[config.mk]
export PLATFORM = sky130hd
export DESIGN_NAME = flv_video_to_annexb_h264_top
export DESIGN_NICKNAME = d
export VERILOG_FILES = /design/src/rtl/flvah_pkg.sv /design/src/rtl/flvah_parse.sv /design/src/rtl/flv_video_to_annexb_h264_top.sv
export SDC_FILE = /design/constraint.sdc
export NUM_CORES = 1
export LEC_CHECK = 0
export ABC_AREA = 1
export BUFFER_PORTS_ARGS = -buffer_cell sky130_fd_sc_hd__buf_2
export CAP_MARGIN = 25
export CORE_MARGIN = 3
export CORE_UTILIZATION = 45
export DETAILED_ROUTE_END_ITERATION = 12
export HOLD_SLACK_MARGIN = 0.06
export PLACE_DENSITY = 0.58
export SETUP_SLACK_MARGIN = 0.4
export SLEW_MARGIN = 20
export SYNTH_ARGS = -nofsm -noshare
export SYNTH_HDL_FRONTEND = slang
export SYNTH_SLANG_ARGS = --single-unit
[constraint.sdc]
create_clock -name clk_i -period 3.2 [get_ports clk_i]
set_input_delay 0.64 -clock clk_i [delete_from_list [all_inputs] [get_ports clk_i]]
set_output_delay 0.64 -clock clk_i [all_outputs]
set_load 0.005 [all_outputs]
[src/rtl/flvah_pkg.sv]
// Shared types and constants for the FLV video to Annex-B H.264 demuxer.
// Holds the parse phase encoding and the result beat structures.
// Depends on nothing; used by flvah_parse and the top level.
package flvah_pkg;

  localparam logic [23:0] SigUpper   = 24'h464C56;
  localparam logic [23:0] SigLower   = 24'h666C76;
  localparam logic [7:0]  VideoTag   = 8'd9;
  localparam logic [7:0]  InfoKey    = 8'h17;
  localparam logic [7:0]  InfoInter  = 8'h27;
  localparam logic [31:0] FileHdrLen = 32'd9;
  localparam logic [3:0]  TagHdrLast = 4'd10;
  localparam logic [7:0]  AvcCfg     = 8'd0;
  localparam logic [7:0]  AvcNal     = 8'd1;
  localparam logic [1:0]  KindParam  = 2'd0;
  localparam logic [1:0]  KindKey    = 2'd1;
  localparam logic [1:0]  KindInter  = 2'd2;
  localparam logic [1:0]  KindOther  = 2'd3;
  localparam int unsigned MaxRes     = 4;
  localparam int unsigned ResCntW    = $clog2(MaxRes + 1);

  typedef enum logic [12:0] {
    PH_FILE   = 13'b0000000000001,
    PH_HSKIP  = 13'b0000000000010,
    PH_PREV   = 13'b0000000000100,
    PH_TAGHDR = 13'b0000000001000,
    PH_SKIP   = 13'b0000000010000,
    PH_VINFO  = 13'b0000000100000,
    PH_VAVC   = 13'b0000001000000,
    PH_CFGPRE = 13'b0000010000000,
    PH_NALPRE = 13'b0000100000000,
    PH_LEN2   = 13'b0001000000000,
    PH_LEN4   = 13'b0010000000000,
    PH_PPSNUM = 13'b0100000000000,
    PH_PAY    = 13'b1000000000000
  } phase_e;

  typedef struct packed {
    logic       bad;
    logic       eof;
    logic       first;
    logic [1:0] kind;
    logic [7:0] data;
    logic       last;
  } res_item_t;

  typedef struct packed {
    logic [ResCntW-1:0]         cnt;
    res_item_t [MaxRes-1:0]     item;
  } res_grp_t;

endpackage

[src/rtl/flvah_parse.sv]
// FLV parse state and the per-byte step logic of the demuxer.
// Produces the group of result beats that one accepted stream byte causes.
// Depends on flvah_pkg.
module flvah_parse (
  input  logic                clk_i,
  input  logic                rst_ni,
  input  logic                step_i,
  input  logic [7:0]          byte_i,
  input  logic                sos_i,
  output flvah_pkg::res_grp_t res_o
);

  flvah_pkg::phase_e phase_q, phase_d, cur_phase;
  logic [3:0]  cnt_q, cnt_d, cur_cnt;
  logic [31:0] acc_q, acc_d, cur_acc;
  logic [31:0] hskip_q, hskip_d, cur_hskip;
  logic [7:0]  tkind_q, tkind_d, cur_tkind;
  logic [23:0] tbl_q, tbl_d, cur_tbl;
  logic [31:0] ubl_q, ubl_d, cur_ubl;
  logic [1:0]  ck_q, ck_d, cur_ck;
  logic        psp_q, psp_d, cur_psp;
  logic        fopen_q, fopen_d, cur_fopen;
  logic        halt_q, halt_d, cur_halt;

  always_comb begin
    if (sos_i) begin
      cur_phase = flvah_pkg::PH_FILE;
      cur_cnt   = '0;
      cur_acc   = '0;
      cur_hskip = '0;
      cur_tkind = '0;
      cur_tbl   = '0;
      cur_ubl   = '0;
      cur_ck    = flvah_pkg::KindOther;
      cur_psp   = 1'b0;
      cur_fopen = 1'b0;
      cur_halt  = 1'b0;
    end else begin
      cur_phase = phase_q;
      cur_cnt   = cnt_q;
      cur_acc   = acc_q;
      cur_hskip = hskip_q;
      cur_tkind = tkind_q;
      cur_tbl   = tbl_q;
      cur_ubl   = ubl_q;
      cur_ck    = ck_q;
      cur_psp   = psp_q;
      cur_fopen = fopen_q;
      cur_halt  = halt_q;
    end
  end

  always_comb begin
    logic [31:0] acc_n;
    logic [31:0] len;
    logic        sc;
    logic        ud;
    logic        fin;

    phase_d = phase_q;
    cnt_d   = cnt_q;
    acc_d   = acc_q;
    hskip_d = hskip_q;
    tkind_d = tkind_q;
    tbl_d   = tbl_q;
    ubl_d   = ubl_q;
    ck_d    = ck_q;
    psp_d   = psp_q;
    fopen_d = fopen_q;
    halt_d  = halt_q;
    res_o   = '0;
    acc_n   = '0;
    len     = '0;
    sc      = 1'b0;
    ud      = 1'b0;
    fin     = 1'b0;

    if (step_i) begin
      phase_d = cur_phase;
      cnt_d   = cur_cnt;
      acc_d   = cur_acc;
      hskip_d = cur_hskip;
      tkind_d = cur_tkind;
      tbl_d   = cur_tbl;
      ubl_d   = cur_ubl;
      ck_d    = cur_ck;
      psp_d   = cur_psp;
      fopen_d = cur_fopen;
      halt_d  = cur_halt;

      if (!cur_halt) begin
        unique case (cur_phase)
          flvah_pkg::PH_FILE: begin
            acc_n = cur_acc;
            if (cur_cnt < 4'd3) begin
              acc_n = {8'd0, cur_acc[15:0], byte_i};
            end
            acc_d = acc_n;
            if (cur_cnt == 4'd2 && acc_n[23:0] != flvah_pkg::SigUpper &&
                acc_n[23:0] != flvah_pkg::SigLower) begin
              halt_d = 1'b1;
              res_o.cnt = flvah_pkg::ResCntW'(1);
              res_o.item[0].bad  = 1'b1;
              res_o.item[0].kind = flvah_pkg::KindOther;
              res_o.item[0].last = 1'b1;
            end else begin
              if (cur_cnt == 4'd5) begin
                acc_n = {24'd0, byte_i};
              end else if (cur_cnt > 4'd5) begin
                acc_n = {acc_n[23:0], byte_i};
              end
              acc_d = acc_n;
              if (cur_cnt >= 4'd8) begin
                cnt_d = '0;
                if (acc_n > flvah_pkg::FileHdrLen) begin
                  hskip_d = acc_n - flvah_pkg::FileHdrLen;
                  phase_d = flvah_pkg::PH_HSKIP;
                end else begin
                  hskip_d = '0;
                  phase_d = flvah_pkg::PH_PREV;
                end
              end else begin
                cnt_d = cur_cnt + 4'd1;
              end
            end
          end
          flvah_pkg::PH_HSKIP: begin
            if (cur_hskip > 32'd1) begin
              hskip_d = cur_hskip - 32'd1;
            end else begin
              hskip_d = '0;
              phase_d = flvah_pkg::PH_PREV;
              cnt_d   = '0;
            end
          end
          flvah_pkg::PH_PREV: begin
            if (cur_cnt >= 4'd3) begin
              cnt_d   = '0;
              phase_d = flvah_pkg::PH_TAGHDR;
            end else begin
              cnt_d = cur_cnt + 4'd1;
            end
          end
          flvah_pkg::PH_TAGHDR: begin
            acc_n = cur_acc;
            if (cur_cnt == 4'd0) begin
              tkind_d = byte_i;
            end else if (cur_cnt == 4'd1) begin
              acc_n = {24'd0, byte_i};
            end else if (cur_cnt <= 4'd3) begin
              acc_n = {8'd0, cur_acc[15:0], byte_i};
            end
            acc_d = acc_n;
            if (cur_cnt >= flvah_pkg::TagHdrLast) begin
              cnt_d = '0;
              tbl_d = acc_n[23:0];
              if (acc_n[23:0] == 24'd0) begin
                phase_d = flvah_pkg::PH_PREV;
              end else if (cur_tkind == flvah_pkg::VideoTag) begin
                fopen_d = 1'b0;
                psp_d   = 1'b0;
                ck_d    = flvah_pkg::KindOther;
                phase_d = flvah_pkg::PH_VINFO;
              end else begin
                phase_d = flvah_pkg::PH_SKIP;
              end
            end else begin
              cnt_d = cur_cnt + 4'd1;
            end
          end
          default: begin
            if (cur_tbl != 24'd0) begin
              tbl_d = cur_tbl - 24'd1;
            end
            unique case (cur_phase)
              flvah_pkg::PH_VINFO: begin
                if (byte_i == flvah_pkg::InfoKey) begin
                  ck_d = flvah_pkg::KindKey;
                end else if (byte_i == flvah_pkg::InfoInter) begin
                  ck_d = flvah_pkg::KindInter;
                end else begin
                  ck_d = flvah_pkg::KindOther;
                end
                phase_d = flvah_pkg::PH_VAVC;
              end
              flvah_pkg::PH_VAVC: begin
                cnt_d = '0;
                if (byte_i == flvah_pkg::AvcCfg) begin
                  ck_d    = flvah_pkg::KindParam;
                  phase_d = flvah_pkg::PH_CFGPRE;
                end else if (byte_i == flvah_pkg::AvcNal) begin
                  phase_d = flvah_pkg::PH_NALPRE;
                end else begin
                  phase_d = flvah_pkg::PH_SKIP;
                end
              end
              flvah_pkg::PH_CFGPRE: begin
                if (cur_cnt >= 4'd8) begin
                  cnt_d   = '0;
                  phase_d = flvah_pkg::PH_LEN2;
                end else begin
                  cnt_d = cur_cnt + 4'd1;
                end
              end
              flvah_pkg::PH_NALPRE: begin
                if (cur_cnt >= 4'd2) begin
                  cnt_d   = '0;
                  phase_d = flvah_pkg::PH_LEN4;
                end else begin
                  cnt_d = cur_cnt + 4'd1;
                end
              end
              flvah_pkg::PH_LEN2: begin
                acc_n = (cur_cnt == 4'd0) ? {24'd0, byte_i} : {16'd0, cur_acc[7:0], byte_i};
                acc_d = acc_n;
                if (cur_cnt >= 4'd1) begin
                  cnt_d = '0;
                  sc    = 1'b1;
                  len   = acc_n;
                end else begin
                  cnt_d = cur_cnt + 4'd1;
                end
              end
              flvah_pkg::PH_LEN4: begin
                acc_n = (cur_cnt == 4'd0) ? {24'd0, byte_i} : {cur_acc[23:0], byte_i};
                acc_d = acc_n;
                if (cur_cnt >= 4'd3) begin
                  cnt_d = '0;
                  sc    = 1'b1;
                  len   = acc_n;
                end else begin
                  cnt_d = cur_cnt + 4'd1;
                end
              end
              flvah_pkg::PH_PPSNUM: begin
                cnt_d   = '0;
                phase_d = flvah_pkg::PH_LEN2;
              end
              flvah_pkg::PH_PAY: begin
                res_o.cnt = flvah_pkg::ResCntW'(1);
                res_o.item[0].data  = byte_i;
                res_o.item[0].kind  = cur_ck;
                res_o.item[0].first = !cur_fopen;
                fopen_d = 1'b1;
                if (cur_ubl > 32'd1) begin
                  ubl_d = cur_ubl - 32'd1;
                end else begin
                  ubl_d = '0;
                  ud    = 1'b1;
                end
              end
              default: begin
                phase_d = flvah_pkg::PH_SKIP;
              end
            endcase

            if (sc) begin
              res_o.cnt = flvah_pkg::ResCntW'(flvah_pkg::MaxRes);
              for (int i = 0; i < flvah_pkg::MaxRes; i++) begin
                res_o.item[i].kind = ck_d;
              end
              res_o.item[0].first = !cur_fopen;
              res_o.item[3].data  = 8'h01;
              fopen_d = 1'b1;
              ubl_d   = len;
              if (len == 32'd0) begin
                ud = 1'b1;
              end else begin
                phase_d = flvah_pkg::PH_PAY;
              end
            end

            if (ud) begin
              if (ck_d == flvah_pkg::KindParam) begin
                if (!cur_psp) begin
                  psp_d   = 1'b1;
                  phase_d = flvah_pkg::PH_PPSNUM;
                end else begin
                  phase_d = flvah_pkg::PH_SKIP;
                end
              end else begin
                phase_d = flvah_pkg::PH_LEN4;
                cnt_d   = '0;
              end
            end

            if (tbl_d == 24'd0) begin
              phase_d = flvah_pkg::PH_PREV;
              cnt_d   = '0;
            end

            priority case (phase_d)
              flvah_pkg::PH_PREV:   fin = 1'b1;
              flvah_pkg::PH_SKIP:   fin = 1'b1;
              flvah_pkg::PH_LEN4:   fin = (tbl_d < 24'd4);
              flvah_pkg::PH_PPSNUM: fin = (tbl_d < 24'd3);
              default:              fin = 1'b0;
            endcase

            if (sc) begin
              res_o.item[3].last = 1'b1;
              res_o.item[3].eof  = fin;
            end else if (res_o.cnt != '0) begin
              res_o.item[0].last = 1'b1;
              res_o.item[0].eof  = fin;
            end
          end
        endcase
      end
    end
  end

  always_ff @(posedge clk_i or negedge rst_ni) begin
    if (!rst_ni) begin
      phase_q <= flvah_pkg::PH_FILE;
      cnt_q   <= '0;
      acc_q   <= '0;
      hskip_q <= '0;
      tkind_q <= '0;
      tbl_q   <= '0;
      ubl_q   <= '0;
      ck_q    <= flvah_pkg::KindOther;
      psp_q   <= 1'b0;
      fopen_q <= 1'b0;
      halt_q  <= 1'b0;
    end else begin
      phase_q <= phase_d;
      cnt_q   <= cnt_d;
      acc_q   <= acc_d;
      hskip_q <= hskip_d;
      tkind_q <= tkind_d;
      tbl_q   <= tbl_d;
      ubl_q   <= ubl_d;
      ck_q    <= ck_d;
      psp_q   <= psp_d;
      fopen_q <= fopen_d;
      halt_q  <= halt_d;
    end
  end

endmodule

[src/rtl/flv_video_to_annexb_h264_top.sv]
// Top level of the FLV video to Annex-B H.264 demuxer: stream ports and result buffer.
// Instantiates flvah_parse; depends on flvah_pkg.
//
// The block takes one FLV stream byte per beat and returns the H.264 units of
// its video tags, each behind a four-byte start code. A byte that yields no
// output or one output byte is taken every cycle while the output side keeps
// up. A byte that completes a unit length yields four start-code beats; the
// four-entry buffer drains one beat per cycle while the output keeps up, so
// the input waits until its last beat drains. Beat counts from the parser set the rate.
module flv_video_to_annexb_h264_top (
  input  logic       clk_i,
  input  logic       rst_ni,
  input  logic       s_axis_tvalid_i,
  output logic       s_axis_tready_o,
  input  logic [7:0] s_axis_tdata_i,   // [7:0] in_byte
  input  logic       s_axis_tuser_i,   // [0] start_of_stream
  output logic       m_axis_tvalid_o,
  input  logic       m_axis_tready_i,
  output logic [7:0] m_axis_tdata_o,   // [7:0] out_byte
  output logic [4:0] m_axis_tuser_o,   // [1:0] frame_kind, [2] first_of_frame,
                                       // [3] end_of_frame, [4] bad_stream
  output logic       m_axis_tlast_o
);

  flvah_pkg::res_grp_t                    res;
  flvah_pkg::res_item_t [flvah_pkg::MaxRes-1:0] buf_q, buf_d;
  logic [flvah_pkg::ResCntW-1:0]          bcnt_q, bcnt_d;
  logic                                   in_fire, out_fire;

  assign m_axis_tvalid_o = (bcnt_q != '0);
  assign out_fire        = m_axis_tvalid_o && m_axis_tready_i;
  assign s_axis_tready_o = (bcnt_q == '0) ||
                           (bcnt_q == flvah_pkg::ResCntW'(1) && m_axis_tready_i);
  assign in_fire         = s_axis_tvalid_i && s_axis_tready_o;

  flvah_parse u_parse (
    .clk_i  (clk_i),
    .rst_ni (rst_ni),
    .step_i (in_fire),
    .byte_i (s_axis_tdata_i),
    .sos_i  (s_axis_tuser_i),
    .res_o  (res)
  );

  always_comb begin
    buf_d  = buf_q;
    bcnt_d = bcnt_q;
    if (in_fire) begin
      buf_d  = res.item;
      bcnt_d = res.cnt;
    end else if (out_fire) begin
      for (int i = 0; i < flvah_pkg::MaxRes - 1; i++) begin
        buf_d[i] = buf_q[i+1];
      end
      bcnt_d = bcnt_q - flvah_pkg::ResCntW'(1);
    end
  end

  always_ff @(posedge clk_i or negedge rst_ni) begin
    if (!rst_ni) begin
      bcnt_q <= '0;
    end else begin
      bcnt_q <= bcnt_d;
    end
  end

  always_ff @(posedge clk_i) begin
    buf_q <= buf_d;
  end

  assign m_axis_tdata_o = buf_q[0].data;
  assign m_axis_tuser_o = {buf_q[0].bad, buf_q[0].eof, buf_q[0].first, buf_q[0].kind};
  assign m_axis_tlast_o = buf_q[0].last;

  a_bad_is_last : assert property (@(posedge clk_i) disable iff (!rst_ni)
    m_axis_tvalid_o && buf_q[0].bad |-> buf_q[0].last)
    else $error("bad_stream beat without last");

  a_last_drains : assert property (@(posedge clk_i) disable iff (!rst_ni)
    m_axis_tvalid_o && buf_q[0].last |-> bcnt_q == flvah_pkg::ResCntW'(1))
    else $error("last beat is not the final buffered beat");

  a_cnt_range : assert property (@(posedge clk_i) disable iff (!rst_ni)
    bcnt_q <= flvah_pkg::ResCntW'(flvah_pkg::MaxRes))
    else $error("result buffer count out of range");

  a_burst_holds : assert property (@(posedge clk_i) disable iff (!rst_ni)
    in_fire && res.cnt == flvah_pkg::ResCntW'(flvah_pkg::MaxRes) |=> !s_axis_tready_o)
    else $error("input taken while start code burst pending");

endmodule
# Yosys cells after proc, flatten, opt, wreduce, memory -nomap -nowiden
# Index checks and enable logic that the tools add are counted.
classes:
  n_bitwise: 1
  reduce_logical: 27
  muxes: 169
  n_addsub: 6
  eq_ne: 26
  n_lt_le_gt_ge: 13
ops:
  columns: ["op", "n"]
  rows:
  - ["$mux 32", 37]
  - ["$mux 13", 18]
  - ["$pmux 32 s2", 3]
  - ["$mux 24", 7]
  - ["$pmux 32 s3", 1]
  - ["$mux 39", 2]
  - ["$pmux 13 s6", 1]
  - ["$gt 32x1->1 const B", 2]
  - ["$sub 32x1->32 const B", 2]
  - ["$pmux 13 s4", 1]
  - ["$logic_not 24->1", 2]
  - ["$mux 4", 12]
  - ["$ne 24x23->1 const B", 2]
  - ["$pmux 24 s2", 1]
  - ["$mux 8", 5]
  - ["$mux 1", 39]
  - ["$gt 32x4->1 const B", 1]
  - ["$logic_not 32->1", 1]
  - ["$sub 32x4->32 const B", 1]
  - ["$mux 2", 15]
  - ["$mux 3", 9]
  - ["$eq 13x11->1 const B", 2]
  - ["$eq 13x12->1 const B", 2]
  - ["$eq 13x3->1 const B", 2]
  - ["57 further kinds", 74]
word_totals:
  in_bits: 13
  elab_cells: 272
  output_inout_bits: 16
  reg_bits: 203

# Depth between registers and ports, before layout
logic_depth:
  depth_word: 27
  depth_mapped: 28
  mapped_depth_nobuf: 25

# Modules after synthesis
# Synthesis repeated with hierarchy kept, for this count alone.
hier_totals:
  cells_unflattened: 2858
  area_unflattened_um2: 18353.9
modules_own_cells:
  columns: ["module", "area_each_um2", "n_inst", "seq_area_each_um2", "cells_per_inst"]
  rows:
  - ["flvah_parse", 15687.5, 1, 3757.4, 2619]
  - ["flv_video_to_annexb_h264_top", 2666.3, 1, 1756.7, 239]

# Worst setup path before layout
# Ideal clock, no wire load.
synth_path:
  path_type: "input to register"
  startpoint: "input s_axis_tuser_i"
  endpoint: "register buf_q (netlist bit m_axis_tuser_o[3]) (data pin)"
  cell_stages: 24
  arrival_time_ns: 3.038
  n_path_buf: 4
  required_ns: 2.948
  setup_ns: 0.252
  path_slack_ns: -0.091
  path_cell_list: "buf_6 > inv_4 > buf_6 > buf_6 > nand2_2 > ha_1 > nand2_1 > nor2_4 > nand3_2 > buf_6 > o21ai_1 > nand3_1 > nor2_1 > nand2_1 > nor2_4 > nor2_1 > nand2_1 > nand2_1 > inv_2 > o21ai_2 > nand2_1 > nand2_1 > nand2_1 > nand2_1"
synth_lines:
  columns: ["element", "line_no", "text"]
  rows:
  - ["start, declared", "flv_video_to_annexb_h264_top.sv:16", "input logic s_axis_tuser_i,"]
  - ["end signal, assigned", "flv_video_to_annexb_h264_top.sv:68", "buf_q <= buf_d;"]
  - ["end, declared", "flv_video_to_annexb_h264_top.sv:26", "flvah_pkg::res_item_t [flvah_pkg::MaxRes-1:0] buf_q, buf_d;"]

# Worst setup path in the final report
layout_path:
  startpoint: "register u_parse.cnt_q[3]"
  endpoint: "register bcnt_q[0] (netlist name)"
layout_via:
  elab_chain_cells: 14
  elab_cells_between_ends: 27
  cone_classes: "order compare: 3; eq/ne: 3; mux: 19; reduce/logical: 2"
layout_lines:
  columns: ["element", "line_no", "text"]
  rows:
  - ["start, declared", "flvah_parse.sv:14", "logic [3:0] cnt_q, cnt_d, cur_cnt;"]
  - ["start signal, assigned", "flvah_parse.sv:328", "cnt_q <= cnt_d;"]
  - ["$mux 4 (*)", "flvah_parse.sv:26", "if (sos_i) begin"]
  - ["$ge 4x2->1 / $ge 4x1->1 (equally long branches)", "flvah_parse.sv:227, flvah_parse.sv:216", null]
  - ["$mux 1 (on tied branches)", "flvah_parse.sv:227, flvah_parse.sv:216", null]
  - ["$pmux 1 s2", "flvah_parse.sv:175", "unique case (cur_phase)"]
  - ["$mux 1", "flvah_parse.sv:92", "unique case (cur_phase)"]
  - ["$mux 1", "flvah_parse.sv:91", "if (!cur_halt) begin"]
  - ["$mux 1", "flvah_parse.sv:78", "if (step_i) begin"]
  - ["$mux 3", "flvah_parse.sv:257", "if (sc) begin"]
  - ["$mux 3", "flvah_parse.sv:92", null]
  - ["$mux 3", "flvah_parse.sv:91", null]
  - ["$mux 3", "flvah_parse.sv:78", null]
  - ["$pmux 3 s2 (*)", "flvah_parse.sv:92", null]
  - ["$mux 3 (*)", "flvah_parse.sv:91", null]
  - ["$mux 3 (*)", "flv_video_to_annexb_h264_top.sv:48", "if (in_fire) begin"]
  - ["end signal, assigned", "flv_video_to_annexb_h264_top.sv:63", "bcnt_q <= bcnt_d;"]
  - ["end, declared", "flv_video_to_annexb_h264_top.sv:27", "logic [flvah_pkg::ResCntW-1:0] bcnt_q, bcnt_d;"]
# Every way passes the cells marked *; elsewhere a longest branch is shown, timed or not. The select of a mux whose other input is x is not followed.
# A chain may end at the register's enable or synchronous reset.

==> impl_metrics.env <==
export IMPL_via_per_inst=5.721
export IMPL_fillerInstances=3260
export IMPL_r2r_slack_ps=150
export IMPL_max_cap_violations=0
export IMPL_routed_wl_um=77360
export IMPL_crit_fanout=8
export IMPL_dpl_instance_area_um2=22270
export IMPL_setup_violations=0
export IMPL_cts_sinks=179
export IMPL_grt_pass1_vias=21270
export IMPL_final_period_utilization_pct=95.20
export IMPL_hold_slack_ps=135.5
export IMPL_cp_cell_sequence="o21ai_4, nand2_8, buf_12, buf_4, o21ai_1, nor2_1, nand3_1, nor3_1, nand2_1, nand2_2, inv_1, nand2_1, o21ai_1, o21ai_2, buf_4, a22oi_1"
export IMPL_core_um2=37050
export IMPL_netlist_area_um2=17080
export IMPL_drc=0
export IMPL_ys_ff_latch=179
export IMPL_worstMarginPinSlew_ps=738.9
export IMPL_overflow=0
export IMPL_rsz0062_at_grt="yes"
export IMPL_initial_utilization_pct=46.10
export IMPL_endpoint_kind="flop"
export IMPL_vias=22170
export IMPL_required_ps=3610
export IMPL_rows=70
export IMPL_highest_layer="met5"
export IMPL_critPathSlowestCell="dfrtp_2"
export IMPL_design_area_um2=24900
export IMPL_met2WireLength_um=34380
export IMPL_synth_edff_count=22
export IMPL_hold_viol_final=0
export IMPL_portBuffers=28
export IMPL_dieArea_um2=40330
export IMPL_fin_skew_ps=16.68
export IMPL_antenna_cells=0
export IMPL_first_pass_iters=7
export IMPL_wl_per_cell_um=19.96
export IMPL_critPathKind="flop to flop"
export IMPL_synthCells=2750
export IMPL_maxSlewViolCount=0
export IMPL_die_w_um=200.8
export IMPL_cts_htree_levels=4
export IMPL_io_pins=29
export IMPL_hold_path_class="input port to asynchronous set/reset pin"
export IMPL_synth_top_cell_by_area="dfrtp_1"
export IMPL_cts_tree="done"
export IMPL_first_iter_violations=2481
export IMPL_peakVddDrop_uv=578.7
export IMPL_root_buffer="clkbuf_16"
export IMPL_yosys_warnings=0
export IMPL_antenna_found_initial=1
export IMPL_status="finished clean"
export IMPL_cpPeakStageDelay_ps=460
export IMPL_dp_hpwl_um=57470
export IMPL_ys_types=73
export IMPL_path_clk_slew_ps=80
export IMPL_synth_top_area_share_pct=21.98
export IMPL_path_buf_inv=4
export IMPL_clock_fmax_mhz=328.3
export IMPL_die_height_um=200.8
export IMPL_gp_congestion=1.002
export IMPL_area_growth_pct=45.79
export IMPL_crit_family="compound AO/OA/AOI/OAI gates"
export IMPL_synth_main_ff_cell="dfrtp_1"
export IMPL_dr_wl_met3_um=7419
export IMPL_p_per_area_nw_per_um2=795.4
export IMPL_grt_start_max_net_pins=57
export IMPL_synth_seq_area_share_pct=26.78
export IMPL_drt_met1_wl_um=31770
export IMPL_period_needed_ps=3046
export IMPL_antenna_left=0
export IMPL_power_leakage_nw=12.35
export IMPL_cts_max_path_buffers=2
export IMPL_syn_nets=2774
export IMPL_grt_usage_pct=36.58
export IMPL_slew_headroom_pct=50.68
export IMPL_netlist_top_cells_area="dfrtp_1 (22%), nand2_1 (14%), inv_1 (7.8%)"
export IMPL_crit_arrival_ps=3460
export IMPL_drive_gt1_share_pct=34.40
export IMPL_grt_pass1_wl_um=117200
export IMPL_startpoint_type="flop"
export IMPL_syn_area_per_cell_um2=6.211
export IMPL_numCtsBuffers=17
export IMPL_clk_insertion_delay_late_ps=490
export IMPL_nets=3383
export IMPL_async_flop_share_pct=85.47
-- metrics by stage --
stage | total power [mW] | worst slack (ps) | TNS, ps | util [%] | cells
3_5_place_dp | 15.61 | -411.7 | -28610 | 60.11 | 3777
4_1_cts | 18.25 | 340.1 | 0 | 63.03 | 3829
2_1_floorplan | 10.28 | 165.7 | 0 | - | 2750
3_3_place_gp | 15.46 | -370.8 | -21780 | 60.11 | 3777
6_report | 19.80 | 153.7 | 0 | 67.21 | 3876
5_1_grt | 21.08 | 72.35 | 0 | 67.21 | 3876
-- path summary, 6_finish.rpt --
| path | endpoint | depth (start not counted) | from |
|---|---|---|---|
| worst min register to register | buf_q[26] | 2 | buf_q[26] |
| max in group asynchronous | u_parse.tbl_q[8] | 2 | rst_ni |
| worst min-delay path | u_parse.tkind_q[2] | 1 | rst_ni |
| worst max register to register | bcnt_q[0] | 16 | u_parse.cnt_q[3] |
| min in group clk_i | buf_q[26] | 2 | buf_q[26] |
| worst max-delay path | bcnt_q[0] | 16 | u_parse.cnt_q[3] |
-- synthesized netlist by cell type, types with 30 or more instances --
| cell | instances |
|---|---|
| a21oi_1 | 124 |
| dfrtp_1 | 150 |
| nand2_2 | 30 |
| nand4_1 | 58 |
| nor2_1 | 339 |
| nor3_1 | 64 |
| o211ai_1 | 32 |
| inv_1 | 353 |
| clkbuf_1 | 63 |
| nand3_1 | 164 |
| nand2_1 | 644 |
| o21ai_1 | 38 |
| o21ai_0 | 229 |
| xor2_1 | 55 |
| o22ai_1 | 50 |
-- layer usage --
metal | global-route usage (%) | vias up
li1 | - | 10330
met1 | 48.94 | 10330
met2 | 57.43 | 1242
met3 | 7.086 | 272
met4 | 16.56 | 2
met5 | 0 | -
-- layout make-up --
cell class / count / area (um^2) / share of cell area (%)
clock buffers: 18 / 429.2 / 1.724
clock inverters: 14 / 163.9 / 0.6583
inverters: 386 / 1489 / 5.980
multi-input cells: 2046 / 11640 / 46.77
flip-flops and latches: 179 / 4576 / 18.38
well taps: 504 / 630.6 / 2.533
repair buffers: 729 / 5966 / 23.96
-- what timing repair did --
action                     in CTS  in global routing
setup endpoints to repair     133                133
setup buffers                  19                 41
hold buffers                    0                  0
gates cloned                    1                  6
gates resized for setup        82                329
pin swaps                      24                111
-- flip-flops by register name (all words and copies together), names as in the netlist --
signal and count:
u_parse.tbl_q 24, u_parse.fopen_q 1, u_parse.psp_q 1, bcnt_q 3
u_parse.cnt_q 4, m_axis_tdata_o 8, u_parse.halt_q 1, u_parse.ck_q 2
u_parse.ubl_q 32, u_parse.phase_q 13, u_parse.acc_q 32, m_axis_tuser_o 5
u_parse.tkind_q 8, buf_q 12, u_parse.hskip_q 32, m_axis_tlast_o 1
-- report_power, final --
part	internal, mW	leakage (nW)	switching, mW
clock network	1.12	0.292	1.14
logic	5.63	9.89	8.10
registers	3.27	2.17	0.547
total	10.0	12.4	9.79
-- logic make-up (layout without fill, tap and decap cells) --
kind of cell             count (synthesis)  after routing  synth area share (%)
flip-flops                             179            179                 26.78
adder cells (fa/ha/maj)                 11             11                0.8058
XOR/XNOR                                66             66                 3.385
buffers and inverters                  526           1147                 13.21
AO/OA/AOI/OAI                          608            608                 21.21
AND/OR/NAND/NOR                       1360           1361                 34.62
-- layout by cell type (no fill, tap or decap), drive strengths merged, types with 4 or more instances in the layout --
cell type  count
buf          725
nand2        681
inv          389
nor2         368
o21ai        272
nand3        170
dfrtp        150
a21oi        127
nor3          65
nand4         61
xor2          55
o22ai         50
o211ai        32
o221ai        22
edfxtp        22
clkbuf        22
a22oi         20
a221oi        16
a211oi        13
a31oi         11
xnor2         11
ha            11
clkinv         9
nor4           7
o31ai          7
o21a           4
dfxtp          4
a2111oi        4
(Power assumes the default switching activity.)
